### src/rtl/rl_pkg.sv
`default_nettype none
package rl_pkg;

  localparam int KindW  = 4;
  localparam int ResW   = 4;
  localparam int AmtW   = 16;
  localparam int CntW   = 15;
  localparam int DrvW   = 16;
  localparam int CalcW  = 18;   // headroom for differences of three counters
  localparam int InTdataW  = 24;
  localparam int OutTdataW = 96;

  typedef enum logic [KindW-1:0] {
    KIND_ADD         = 4'd0,
    KIND_REMOVE      = 4'd1,
    KIND_RESERVE_OUT = 4'd2,
    KIND_RELEASE_OUT = 4'd3,
    KIND_CONSUME_OUT = 4'd4,
    KIND_RESERVE_IN  = 4'd5,
    KIND_RELEASE_IN  = 4'd6,
    KIND_COMMIT_IN   = 4'd7,
    KIND_SET_CAP     = 4'd8,
    KIND_QUERY       = 4'd9
  } kind_e;

  typedef struct packed {
    logic [CntW-1:0] in_res;
    logic [CntW-1:0] out_res;
    logic [CntW-1:0] limit;
    logic [CntW-1:0] held;
  } entry_t;

  typedef struct packed {
    logic signed [DrvW-1:0] room;
    logic signed [DrvW-1:0] spare;
    entry_t                 entry;
    logic                   ok;
  } result_t;

endpackage
`default_nettype wire

### src/rtl/rl_table.sv
`default_nettype none
module rl_table #(
  parameter int DEPTH = 16,
  parameter int ADDR_W = 4
) (
  input  wire logic                clk_i,
  input  wire logic                rst_ni,
  input  wire logic                rd_en_i,
  input  wire logic [ADDR_W-1:0]   rd_addr_i,
  output rl_pkg::entry_t           rd_entry_o,
  input  wire logic                wr_en_i,
  input  wire logic [ADDR_W-1:0]   wr_addr_i,
  input  wire rl_pkg::entry_t      wr_entry_i
);

  rl_pkg::entry_t   mem_q [DEPTH];
  logic [DEPTH-1:0] valid_q;
  rl_pkg::entry_t   rd_data_q;
  logic             rd_valid_q;

  // storage array, no reset
  always_ff @(posedge clk_i) begin
    if (wr_en_i) begin
      mem_q[wr_addr_i] <= wr_entry_i;
    end
    if (rd_en_i) begin
      rd_data_q <= mem_q[rd_addr_i];
    end
  end

  // per-entry valid bits: an unwritten entry reads as zero
  always_ff @(posedge clk_i or negedge rst_ni) begin
    if (!rst_ni) begin
      valid_q    <= '0;
      rd_valid_q <= 1'b0;
    end else begin
      if (wr_en_i) begin
        valid_q[wr_addr_i] <= 1'b1;
      end
      if (rd_en_i) begin
        rd_valid_q <= valid_q[rd_addr_i];
      end
    end
  end

  assign rd_entry_o = rd_valid_q ? rd_data_q : '0;

endmodule
`default_nettype wire

### src/rtl/rl_alu.sv
`default_nettype none
module rl_alu (
  input  wire logic [rl_pkg::KindW-1:0]        kind_i,
  input  wire logic signed [rl_pkg::AmtW-1:0]  amount_i,
  input  wire rl_pkg::entry_t                  cur_i,
  output rl_pkg::result_t                      res_o
);

  logic signed [rl_pkg::CalcW-1:0] h, c, o, i, a;
  logic signed [rl_pkg::CalcW-1:0] nh, nc, no, ni;
  logic signed [rl_pkg::CalcW-1:0] free, avail, new_cap;
  logic signed [rl_pkg::CalcW-1:0] spare, room;
  logic                            neg, ok;

  always_comb begin
    h = $signed({3'b000, cur_i.held});
    c = $signed({3'b000, cur_i.limit});
    o = $signed({3'b000, cur_i.out_res});
    i = $signed({3'b000, cur_i.in_res});
    a = {{(rl_pkg::CalcW - rl_pkg::AmtW){amount_i[rl_pkg::AmtW-1]}}, amount_i};
    neg   = amount_i[rl_pkg::AmtW-1];
    free  = c - h - i;
    avail = h - o;
    new_cap = neg ? '0 : $signed({3'b000, amount_i[rl_pkg::CntW-1:0]});
    nh = h;
    nc = c;
    no = o;
    ni = i;
    ok = 1'b0;
    unique case (rl_pkg::kind_e'(kind_i))
      rl_pkg::KIND_ADD: begin
        if (!neg && free >= a) begin
          nh = h + a;
          ok = 1'b1;
        end
      end
      rl_pkg::KIND_REMOVE: begin
        if (!neg && avail >= a) begin
          nh = h - a;
          ok = 1'b1;
        end
      end
      rl_pkg::KIND_RESERVE_OUT: begin
        if (!neg && avail >= a) begin
          no = o + a;
          ok = 1'b1;
        end
      end
      rl_pkg::KIND_RELEASE_OUT: begin
        if (!neg && o >= a) begin
          no = o - a;
          ok = 1'b1;
        end
      end
      rl_pkg::KIND_CONSUME_OUT: begin
        if (!neg && o >= a && h >= a) begin
          no = o - a;
          nh = h - a;
          ok = 1'b1;
        end
      end
      rl_pkg::KIND_RESERVE_IN: begin
        if (!neg && free >= a) begin
          ni = i + a;
          ok = 1'b1;
        end
      end
      rl_pkg::KIND_RELEASE_IN: begin
        if (!neg && i >= a) begin
          ni = i - a;
          ok = 1'b1;
        end
      end
      rl_pkg::KIND_COMMIT_IN: begin
        // limit - held - (in - a) >= a reduces to free >= 0
        if (!neg && i >= a && free >= 0) begin
          ni = i - a;
          nh = h + a;
          ok = 1'b1;
        end
      end
      rl_pkg::KIND_SET_CAP: begin
        nc = new_cap;
        nh = (h > new_cap) ? new_cap : h;
        ok = 1'b1;
      end
      rl_pkg::KIND_QUERY: begin
        ok = 1'b1;
      end
      default: begin
        ok = 1'b0;
      end
    endcase
    spare = nh - no;
    room  = nc - nh - ni;
    res_o.ok            = ok;
    res_o.entry.held    = nh[rl_pkg::CntW-1:0];
    res_o.entry.limit   = nc[rl_pkg::CntW-1:0];
    res_o.entry.out_res = no[rl_pkg::CntW-1:0];
    res_o.entry.in_res  = ni[rl_pkg::CntW-1:0];
    res_o.spare         = spare[rl_pkg::DrvW-1:0];
    res_o.room          = room[rl_pkg::DrvW-1:0];
  end

endmodule
`default_nettype wire

### src/rtl/reservation_ledger.sv
`default_nettype none
// Reservation ledger: one entry per resource with held quantity, capacity,
// reserved outgoing and reserved incoming counters, all zero after reset.
// Each input transaction names an operation, a resource and a signed amount;
// the operation is applied in full or refused, and exactly one result
// transaction follows with the ok flag, the entry after the operation and
// the derived values spare_to_take = held - reserved out and
// room_left = capacity - held - reserved in. A resource at or above
// RESOURCE_ENTRIES gives ok = 0 and all other result fields zero.
// Each transaction first does a synchronous read of the entry table, then is
// evaluated and written back once the output register is free or draining. One
// transaction is in flight at a time, so a read never sees a stale entry and
// no forwarding is needed. The finished result sits in an output register,
// so the next input is taken while that result waits for m_axis_tready.
// Reset clears per-entry valid bits at once; there is no clearing pass.
module reservation_ledger #(
  parameter int RESOURCE_ENTRIES = 16
) (
  input  wire logic                            clk_i,
  input  wire logic                            rst_ni,
  input  wire logic                            s_axis_tvalid,
  output logic                                 s_axis_tready,
  // [3:0] resource, [19:4] amount, [23:20] zero
  input  wire logic [rl_pkg::InTdataW-1:0]     s_axis_tdata,
  // [3:0] kind
  input  wire logic [rl_pkg::KindW-1:0]        s_axis_tuser,
  output logic                                 m_axis_tvalid,
  input  wire logic                            m_axis_tready,
  // [0] ok, [15:1] held, [30:16] limit, [45:31] held_back_out,
  // [60:46] promised_in, [76:61] spare_to_take, [92:77] room_left, [95:93] zero
  output logic [rl_pkg::OutTdataW-1:0]         m_axis_tdata
);

  // Only 16 resources are addressable through the 4-bit field.
  localparam int Depth = (RESOURCE_ENTRIES < 16) ? RESOURCE_ENTRIES : 16;
  localparam int AddrW = (Depth > 1) ? $clog2(Depth) : 1;
  localparam int ResW  = $bits(rl_pkg::result_t);

  logic [rl_pkg::KindW-1:0]       in_kind;
  logic [rl_pkg::ResW-1:0]        in_res;
  logic signed [rl_pkg::AmtW-1:0] in_amount;
  logic                           in_range;
  logic                           accept;
  logic                           done;

  // operation held while the entry is read
  logic                           busy_q, busy_d;
  logic [rl_pkg::KindW-1:0]       kind_q;
  logic signed [rl_pkg::AmtW-1:0] amount_q;
  logic [AddrW-1:0]               addr_q;
  logic                           in_range_q;

  // output register
  logic                           out_valid_q, out_valid_d;
  rl_pkg::result_t                out_q;

  rl_pkg::entry_t                 rd_entry;
  rl_pkg::result_t                alu_res;

  assign in_kind   = s_axis_tuser;
  assign in_res    = s_axis_tdata[3:0];
  assign in_amount = $signed(s_axis_tdata[19:4]);
  assign in_range  = 32'(in_res) < RESOURCE_ENTRIES;

  assign s_axis_tready = !busy_q;
  assign accept        = s_axis_tvalid && s_axis_tready;
  // finish only when the output register is free or draining
  assign done          = busy_q && (!out_valid_q || m_axis_tready);

  always_comb begin
    busy_d = busy_q;
    if (accept) begin
      busy_d = 1'b1;
    end else if (done) begin
      busy_d = 1'b0;
    end
    out_valid_d = out_valid_q;
    if (done) begin
      out_valid_d = 1'b1;
    end else if (m_axis_tready) begin
      out_valid_d = 1'b0;
    end
  end

  always_ff @(posedge clk_i or negedge rst_ni) begin
    if (!rst_ni) begin
      busy_q      <= 1'b0;
      out_valid_q <= 1'b0;
    end else begin
      busy_q      <= busy_d;
      out_valid_q <= out_valid_d;
    end
  end

  always_ff @(posedge clk_i) begin
    if (accept) begin
      kind_q     <= in_kind;
      amount_q   <= in_amount;
      addr_q     <= in_res[AddrW-1:0];
      in_range_q <= in_range;
    end
    if (done) begin
      out_q <= in_range_q ? alu_res : '0;
    end
  end

  rl_table #(
    .DEPTH  (Depth),
    .ADDR_W (AddrW)
  ) u_table (
    .clk_i      (clk_i),
    .rst_ni     (rst_ni),
    .rd_en_i    (accept && in_range),
    .rd_addr_i  (in_res[AddrW-1:0]),
    .rd_entry_o (rd_entry),
    .wr_en_i    (done && in_range_q),
    .wr_addr_i  (addr_q),
    .wr_entry_i (alu_res.entry)
  );

  rl_alu u_alu (
    .kind_i   (kind_q),
    .amount_i (amount_q),
    .cur_i    (rd_entry),
    .res_o    (alu_res)
  );

  assign m_axis_tvalid = out_valid_q;
  assign m_axis_tdata  = {{(rl_pkg::OutTdataW - ResW){1'b0}}, out_q};

  // an accepted transaction always occupies the compute stage next cycle
  assert property (@(posedge clk_i) disable iff (!rst_ni)
    accept |=> busy_q)
    else $error("accepted transaction did not enter compute stage");

  // a new result only appears after the compute stage finished
  assert property (@(posedge clk_i) disable iff (!rst_ni)
    $rose(m_axis_tvalid) |-> $past(busy_q))
    else $error("result valid without a transaction in flight");

  // held never exceeds capacity in any reported entry
  assert property (@(posedge clk_i) disable iff (!rst_ni)
    m_axis_tvalid |-> (out_q.entry.held <= out_q.entry.limit))
    else $error("held exceeds limit");

endmodule
`default_nettype wire

### config.mk
export PLATFORM = sky130hd
export DESIGN_NAME = reservation_ledger
export DESIGN_NICKNAME = d
export VERILOG_FILES = /design/src/rtl/rl_pkg.sv /design/src/rtl/rl_table.sv /design/src/rtl/rl_alu.sv /design/src/rtl/reservation_ledger.sv
export SDC_FILE = /design/constraint.sdc
export NUM_CORES = 1
export LEC_CHECK = 0
export BUFFER_PORTS_ARGS = -buffer_cell sky130_fd_sc_hd__buf_2
export CELL_PAD_IN_SITES_DETAIL_PLACEMENT = 0
export CELL_PAD_IN_SITES_GLOBAL_PLACEMENT = 1
export CORE_MARGIN = 5
export CORE_UTILIZATION = 55
export CTS_BUF_LIST = sky130_fd_sc_hd__clkbuf_8
export DETAILED_ROUTE_END_ITERATION = 6
export PLACE_DENSITY = 0.9
export SYNTH_ARGS = -nofsm -noshare
export SYNTH_HDL_FRONTEND = slang
export SYNTH_SLANG_ARGS = --single-unit
### constraint.sdc
create_clock -name clk_i -period 13.81 [get_ports clk_i]
set_input_delay 3.4525 -clock clk_i [delete_from_list [all_inputs] [get_ports clk_i]]
set_output_delay 3.4525 -clock clk_i [all_outputs]
set_load 0.1 [all_outputs]
==> Word-level counts from Yosys, hierarchy flattened <==
Memories as Yosys holds them, arrays and structs flattened. A register that Yosys moved wholly into a read port is not among the register bits.
Index checks and enable logic that the tools add are counted.
{ "word_totals": {"register_bits": 136, "mem_bits_rw": 960, "inputBits": 32, "out_inout_bits": 98, "elab_cells": 100, "memories": 1} }
{ "memory_table": {"columns": ["memory", "words", "width", "read_ports", "rd_clocked_by_memory_dff", "write_ports", "line", "source"], "rows": [
  ["u_table.mem_q", 16, 60, 1, 1, 1, "rl_table.sv:16", "rl_pkg::entry_t mem_q [DEPTH];"]
]} }
{ "classes": {"n_addsub": 12, "order_cmp": 10, "n_eq_ne": 9, "n_mux": 34, "n_bitwise": 1, "n_reduce_logical": 19} }
{ "ops": {"columns": ["cell", "n"], "rows": [
  ["$mux W16", 10],
  ["$pmux W16 S3", 2],
  ["$sub A16 B16 Y16", 6],
  ["$pmux W16 S5", 1],
  ["$ge A16 B16 Y1", 4],
  ["$mux W60", 1],
  ["$add A16 B16 Y16", 3],
  ["$mux W15", 3],
  ["$sub A15 B15 Y16", 2],
  ["$ge A18 B1 Y1 const B", 1],
  ["$ge A18 B16 Y1", 1],
  ["$gt A16 B18 Y1", 1],
  ["$sub A16 B16 Y17", 1],
  ["$eq A4 B3 Y1 const B", 4],
  ["$or A16 B16 Y16", 1],
  ["$mux W1", 14],
  ["$lt A4 B5 Y1 const B", 2],
  ["$logic_and A1 B1 Y1", 9],
  ["$eq A4 B2 Y1 const B", 2],
  ["$eq A4 B4 Y1 const B", 2],
  ["$pmux W1 S7", 1],
  ["$reduce_or A2 Y1", 3],
  ["$bmux W1 S4", 1],
  ["$demux W1 S4", 1],
  ["6 further kinds", 9]
]} }

==> Longest topological paths before layout <==
Gate-level depths: netlist of the first run.
{ "depth": {"ltp_word": 9, "mapped_depth": 56, "ltp_nobuf": 49} }

==> Modules after synthesis <==
From an unflattened synthesis of the first run, not the netlist that was laid out.
{ "hier_totals": {"hier_cells": 3112, "hier_area_um2": 52878.2} }
{ "modules_own_cells": {"columns": ["mod", "n_inst", "cells_each", "area_each_um2"], "rows": [
  ["rl_table", 1, 1518, 38964.9],
  ["rl_alu", 1, 1465, 10279.9],
  ["reservation_ledger", 1, 129, 3633.5]
]} }

==> Least setup slack after synthesis of the first run <==
Ideal clock, no wire load.
{ "synth_timing": {"kind": "input port to flip-flop", "start": "input port m_axis_tready", "end": "register u_table.valid_q[8]", "setup_ps": 90, "arrival_time_ps": 10608, "required_ps": 13720, "setup_slack_ps": 3112, "cell_stages": 6, "n_path_buf": 0, "path_cell_list": "nand2b_1 -> nand2_1 -> inv_1 -> nand3b_1 -> nor3_1 -> or2_2"} }
{ "synth_via": {"elab_chain_cells": 2} }
{ "synth_rtl": {"columns": ["item", "line", "source"], "rows": [
  ["from (decl)", "reservation_ledger.sv:28", "input wire logic m_axis_tready,"],
  ["$logic_or A1 B1 Y1", "reservation_ledger.sv:68", "assign done = busy_q && (!out_valid_q || m_axis_tready);"],
  ["$logic_and A1 B1 Y1", "reservation_ledger.sv:68", null],
  ["via done", "reservation_ledger.sv:44", "logic done;"],
  ["to (signal assigned)", "rl_table.sv:34", "valid_q <= '0;"],
  ["to (signal, indexed assignment)", "rl_table.sv:38", "valid_q[wr_addr_i] <= 1'b1;"],
  ["to (decl)", "rl_table.sv:17", "logic [DEPTH-1:0] valid_q;"]
]} }
The timed path passes the listed nets, and every way through them passes these cells.
A chain may end at the register's enable or synchronous reset.

==> impl_metrics.yaml, run 1 <==
status:
  status: "finished clean"
floorplanning:
  fp.dieW_um: 320
  ios: 130
  fp.dieArea_um2: 103000
  rows: 113
  die_y_um: 320
  core_area_um2: 95300
  start_util_pct: 55.6
cts:
  cts_tree: "done"
  post_cts_resized: 0
  clock_path_buffers: 3
  htree_levels: 4
  clockRootBuffer: "clkbuf_8"
  post_cts_buffers: 0
  cts.sinks: 1156
  holdBufCountCts: 0
  cts_inserted_buffers: 175
  insertion_delay_ns: 0.87
  cts.clk_slew.worst_paths_ns: 0.07
setup_path:
  crit_path_end_kind: "flip-flop"
  worstSetupPathType: "flip-flop to flip-flop"
  max_stage_delay_ns: 0.83
  worstPathArrival_ns: 12.17
  cp_top_family: "compound AO/OA/AOI/OAI gates"
  cp.required_ns: 14.41
  worst_setup_path_start_kind: "flip-flop"
  crit_fanout: 60
  critPathSlowestCell: "a2111oi_0"
  crit_buf_inv: 5
synthesis:
  ys_seq_area_share_pct: 65.4
  syn_inst: 3202
  yosys_warnings: 0
  synthArstFlopShare_pct: 1.64
  synth_area_um2: 53000
  synth_flop_cell: "edfxtp_1"
  synthDistinctLibCells: 98
  synth-seq-cells: 1156
  syn_area_per_cell_um2: 16.5
  synth_edf_count: 1137
grt:
  antenna_found_initial: 1
  grt_max_degree: 96
  grt_pass1_vias: 30300
  overflow: 0
  grt_usage_pct: 26.2
  grt_pass1_wl_um: 198000
routing:
  wl_met2_um: 65400
  drt-met1-wl_um: 53100
  top_layer: "met4"
  drt_wl_total_um: 135000
  routed_via_density: 6.33
  drt_iter0_drc: 3912
  drcViolationCount: 0
  vias: 30600
  drtPass1Iterations: 5
  wl_per_cell_um: 27.9
  wl_met3_um: 12400
  drtAntennaViolNets: 0
power:
  pwr-share-clk_pct: 19.6
  pwr-share-seq_pct: 36.3
  power_density_nw_per_um2: 230
  internal_power_mw: 7.90
  p_sw_share_pct: 41.4
  power.switching_mw: 5.59
  ir_drop_mv: 0.245
  power_leakage_nw: 20.7
  power_frac_comb_pct: 44.1
  power.total_mw: 13.5
place:
  dp_cells: 4520
  pre_cts_ws_ns: 2.47
  detailed_place_hpwl_um: 86100
  io_buffers: 122
  place.gp.congestion: 0.946
cells_and_area:
  final_common_cell: "edfxtp_1"
  fin_util_pct: 61.5
  fin_cells: 4837
  drive_above_1_share_pct: 22.1
  most-common-layout-cells: "1137 x edfxtp_1, 305 x mux4_2, 195 x inv_1"
  area_growth_pct: 10.6
  nets: 3675
timing:
  min_period_ns: 11.57
  setup_tns_ns: 0
  hold_violations: 0
  setup_viol_count_final: 0
  final_max_slew_viol_count: 0
  slew_headroom_pct: 12.4
  fin_crit_sh_pct: 83.8
  worst_slack_ns: 2.24
  worst_pin_slew_ns: 1.30
  worst_clock_skew_ns: 0.0484
  rsz0062_at_grt: "no"
  fmax_mhz: 86.4
job:
  max_cap_viol_count: 0
worst_hold_path:
  min_path_type: "flip-flop to flip-flop"
[metal layers]
layer / vias up / GRT usage (%)
li1: 13300 / -
met1: 15500 / 36.3
met2: 1642 / 42.3
met3: 235 / 6.02
met4: 0 / 8.15
met5: - / 0
[worst paths after layout]
check,from,endpoint,slack (ns),cells after the start
max reg2reg,u_table.rd_valid_q$_DFFE_PN0P_,m_axis_tdata[75]$_DFFE_PP_,2.24,44
max in group asynchronous,rst_ni,u_table.rd_valid_q$_DFFE_PN0P_,10.85,1
min in group asynchronous,rst_ni,u_table.rd_valid_q$_DFFE_PN0P_,2.58,1
min,u_table.valid_q[6]$_DFFE_PN0P_,u_table.valid_q[6]$_DFFE_PN0P_,0.47,1
min reg2reg,u_table.valid_q[6]$_DFFE_PN0P_,u_table.valid_q[6]$_DFFE_PN0P_,0.47,1
max,u_table.rd_valid_q$_DFFE_PN0P_,m_axis_tdata[75]$_DFFE_PP_,2.24,44
[through the flow]
stage          instance area [um^2]  hold slack [ns]
4_1_cts                       58600            0.464
2_1_floorplan                 53000            0.434
6_report                      58600            0.466
3_5_place_dp                  55300            0.450
5_1_grt                       58600            0.486
3_3_place_gp                  55300            0.446
[synthesized netlist by cell type, drive strengths merged (17+ instances only)]
cell    instances  area share (%)
edfxtp       1137              64
mux4          305              13
ha            190             4.5
nand2         167             1.2
nor2          159             1.1
a21oi         148             1.4
inv           148             1.0
clkbuf        109            0.77
o21ai         101            0.95
xnor2          69             1.1
a21o           51            0.72
nor3           39            0.38
buf            35            0.34
and2           30            0.35
xor2           29            0.48
nor2b          27            0.32
nand3          26            0.25
o21bai         26            0.37
nand2b         22            0.26
or2            22            0.26
fa             21            0.79
o22ai          21            0.25
a221oi         19            0.35
dfrtp          19            0.90
a22oi          18            0.26
o21a           17            0.24
[flip-flops by register name, summed over array words and instances, names as in the netlist]
signal / count
u_table.valid_q: 16
kind_q: 4
u_table.mem_q: 960
u_table.rd_data_q: 60
u_table.rd_valid_q: 1
amount_q: 16
busy_q: 1
addr_q: 4
m_axis_tvalid: 1
m_axis_tdata: 93
[worst register-to-register path: cells and delay by family, from the launching register on]
family | cells | cell delay (ns)
AOI/OAI and AO/OA | 28 | 7.17
buffers and inverters | 5 | 1.53
adders and majority gates | 4 | 1.43
and+or+nand+nor | 5 | 0.51
DFF | 1 | 0.43
xor gates and xnor gates | 2 | 0.22
[cell type report]
class / count / area [um^2]
fill: 6771 / 36700
sequential: 1156 / 34600
multi-input combinational: 1754 / 17300
clock buffer: 177 / 2440
tap: 1265 / 1580
timing repair buffer: 195 / 1210
clock inverter: 139 / 851
inverter: 150 / 566
antenna: 1 / 2.50
[logic make-up (layout without fill, tap and decap cells)]
kind of cell	Yosys count	after routing	share of synthesized area, %
xor+xnor	98	98	1.62
fa+ha+maj	216	216	5.38
compound gates	571	571	7.37
buf+inv	294	661	2.18
mux	312	312	13.1
other cells	1	4	0.00708
simple gates	554	554	4.98
flops	1156	1156	65.4
[power by group through the flow]
| stage | clock network, mW | registers [mW] | logic, mW |
|---|---|---|---|
| final | 2.64 | 4.89 | 5.95 |
| after detailed placement | 0 | 4.96 | 5.86 |
| after global placement | 0 | 4.94 | 5.78 |
| after CTS | 2.69 | 4.89 | 5.90 |
| after global routing | 2.86 | 4.92 | 6.44 |
| after floorplan | 0 | 5.83 | 3.39 |
Note: power is estimated with default switching activity, not from simulation.
==> run 2, diff against run 1 <==
- clock period: 13.81 -> 11.15 ns (I/O delays scaled with it)
==> run 2 against run 1 <==
  * Total power is 24% higher
  * Hold slack worse by 0.0044 ns
  * Final area is 0.26% higher
  * Routed wire length is 1.6% higher
  * Maximum frequency is 11% higher
  * Combinational power is 25% higher
  * Sequential cell count stayed put
  * Sequential power is 24% higher
  * Clock skew is 0.0016 ns higher
==> impl_metrics.yaml, run 2 (synthesized netlist as in run 1, its figures left out) <==
status:
  status: "finished clean"
power:
  power_frac_comb_pct: 44.2
  p_sw_share_pct: 41.2
  ir_drop_mv: 0.335
  internal_power_mw: 9.86
  power_leakage_nw: 20.8
  power.switching_mw: 6.92
  pwr-share-clk_pct: 19.7
  pwr-share-seq_pct: 36.1
  power_density_nw_per_um2: 286
timing:
  min_period_ns: 10.44
  hold_violations: 0
  worst_clock_skew_ns: 0.0500
  fmax_mhz: 95.8
  slew_headroom_pct: 9.97
  fin_crit_sh_pct: 93.6
  rsz0062_at_grt: "no"
  finalHoldWorstSlack_ns: 0.462
  setup_tns_ns: 0
  worst_pin_slew_ns: 1.34
  final_max_slew_viol_count: 0
  setup_viol_count_final: 0
cts:
  cts_tree: "done"
  cts.clk_slew.worst_paths_ns: 0.06
  htree_levels: 4
  cts_inserted_buffers: 177
  insertion_delay_ns: 0.89
  clock_path_buffers: 3
  cts.sinks: 1156
  holdBufCountCts: 0
  clockRootBuffer: "clkbuf_8"
grt:
  antenna_found_initial: 1
  grt_pass1_vias: 30600
  grt_usage_pct: 26.8
  grt_pass1_wl_um: 203000
  grt_max_degree: 96
  overflow: 0
cells_and_area:
  nets: 3692
  top_register: "u_table.mem_q"
  most-common-layout-cells: "1137 x edfxtp_1, 305 x mux4_2, 196 x inv_1"
  stdcell_area_um2: 58700
  final_common_cell: "edfxtp_1"
  num-fill-cells: 6795
  largest_reg_flops: 960
  drive_above_1_share_pct: 22.6
  multi_input_area_um2: 17300
  area_growth_pct: 10.9
  seq_area_um2: 34600
place:
  detailed_place_hpwl_um: 87300
  io_buffers: 122
  place_area_um2: 55400
  place.gp.congestion: 0.943
floorplanning:
  start_util_pct: 55.6
  rows: 113
  fp.dieArea_um2: 103000
  fp.dieW_um: 320
  die_y_um: 320
  ios: 130
  core_area_um2: 95300
setup_path:
  crit_path_end_kind: "flip-flop"
  worstSetupPathType: "flip-flop to flip-flop"
  worst_setup_path_start_kind: "flip-flop"
  critPathSlowestCell: "dfrtp_2"
  crit_buf_inv: 6
  cp.required_ns: 11.79
  worstPathArrival_ns: 11.08
  crit_fanout: 12
  cp_top_family: "compound AO/OA/AOI/OAI gates"
  max_stage_delay_ns: 0.50
  crit_top_cell: "a21oi_1"
routing:
  drtAntennaViolNets: 0
  drt_iter0_drc: 3717
  drcViolationCount: 0
  routed_via_density: 6.35
  drt_wl_total_um: 137000
  drtPass1Iterations: 6
  wl_per_cell_um: 28.3
  vias: 30800
job:
  max_cap_viol_count: 0
worst_hold_path:
  min_path_type: "flip-flop to flip-flop"
run 2: power by group through the flow:
stage,Sequential [mW],Combinational [mW],Clock [mW]
3_5_place_dp,6.14,7.30,0
2_1_floorplan,7.22,4.20,0
3_3_place_gp,6.13,7.23,0
6_report,6.06,7.41,3.30
5_1_grt,6.09,8.02,3.58
4_1_cts,6.07,7.35,3.36
run 2: cell type report:
class                           count  area share [%]
Antenna cell                        2         0.00852
Clock buffer                      185            4.33
Clock inverter                    130            1.30
Inverter                          150           0.963
Multi-Input combinational cell   1754            29.5
Sequential cell                  1156            58.9
Tap cell                         1265            2.69
Timing Repair Buffer              210            2.25
run 2: worst paths after layout:
kind / startpoint / to / slack, ns / cells past startpoint
worst max register to register: u_table.rd_valid_q$_DFFE_PN0P_ / m_axis_tdata[91]$_DFFE_PP_ / 0.71 / 49
max in group asynchronous: rst_ni / u_table.rd_valid_q$_DFFE_PN0P_ / 8.89 / 1
worst max-delay path: u_table.rd_valid_q$_DFFE_PN0P_ / m_axis_tdata[91]$_DFFE_PP_ / 0.71 / 49
min in group asynchronous: rst_ni / m_axis_tvalid$_DFFE_PN0P_ / 1.89 / 1
worst min register to register: u_table.valid_q[3]$_DFFE_PN0P_ / u_table.valid_q[3]$_DFFE_PN0P_ / 0.46 / 1
worst min-delay path: u_table.valid_q[3]$_DFFE_PN0P_ / u_table.valid_q[3]$_DFFE_PN0P_ / 0.46 / 1
run 2: timing repair:
| action | 4_1_cts | 5_1_grt |
|---|---|---|
| setup endpoints to repair | 0 | 9 |
| buffers inserted | 0 | 3 |
| resized for setup | 0 | 5 |
run 2: stage by stage:
step           setup slack (ns)  power [mW]  util (%)  std cells
3_3_place_gp              0.462        13.4      58.1       4532
3_5_place_dp              0.374        13.4      58.1       4532
4_1_cts                   0.299        16.8      61.6       4847
5_1_grt                  0.0162        17.7      61.6       4851
2_1_floorplan             0.589        11.4         -       3204
6_report                  0.711        16.8      61.6       4852
run 2: metal layers:
layer	GRT usage (%)	vias to the layer above	part of all wire, %	wire length (um)
met5	0	-	0	0
met4	7.89	0	2.5	3440
met3	4.55	183	8.4	11500
met2	44.2	1586	49	67300
met1	37.6	15700	40	54900
li1	-	13300	-	-
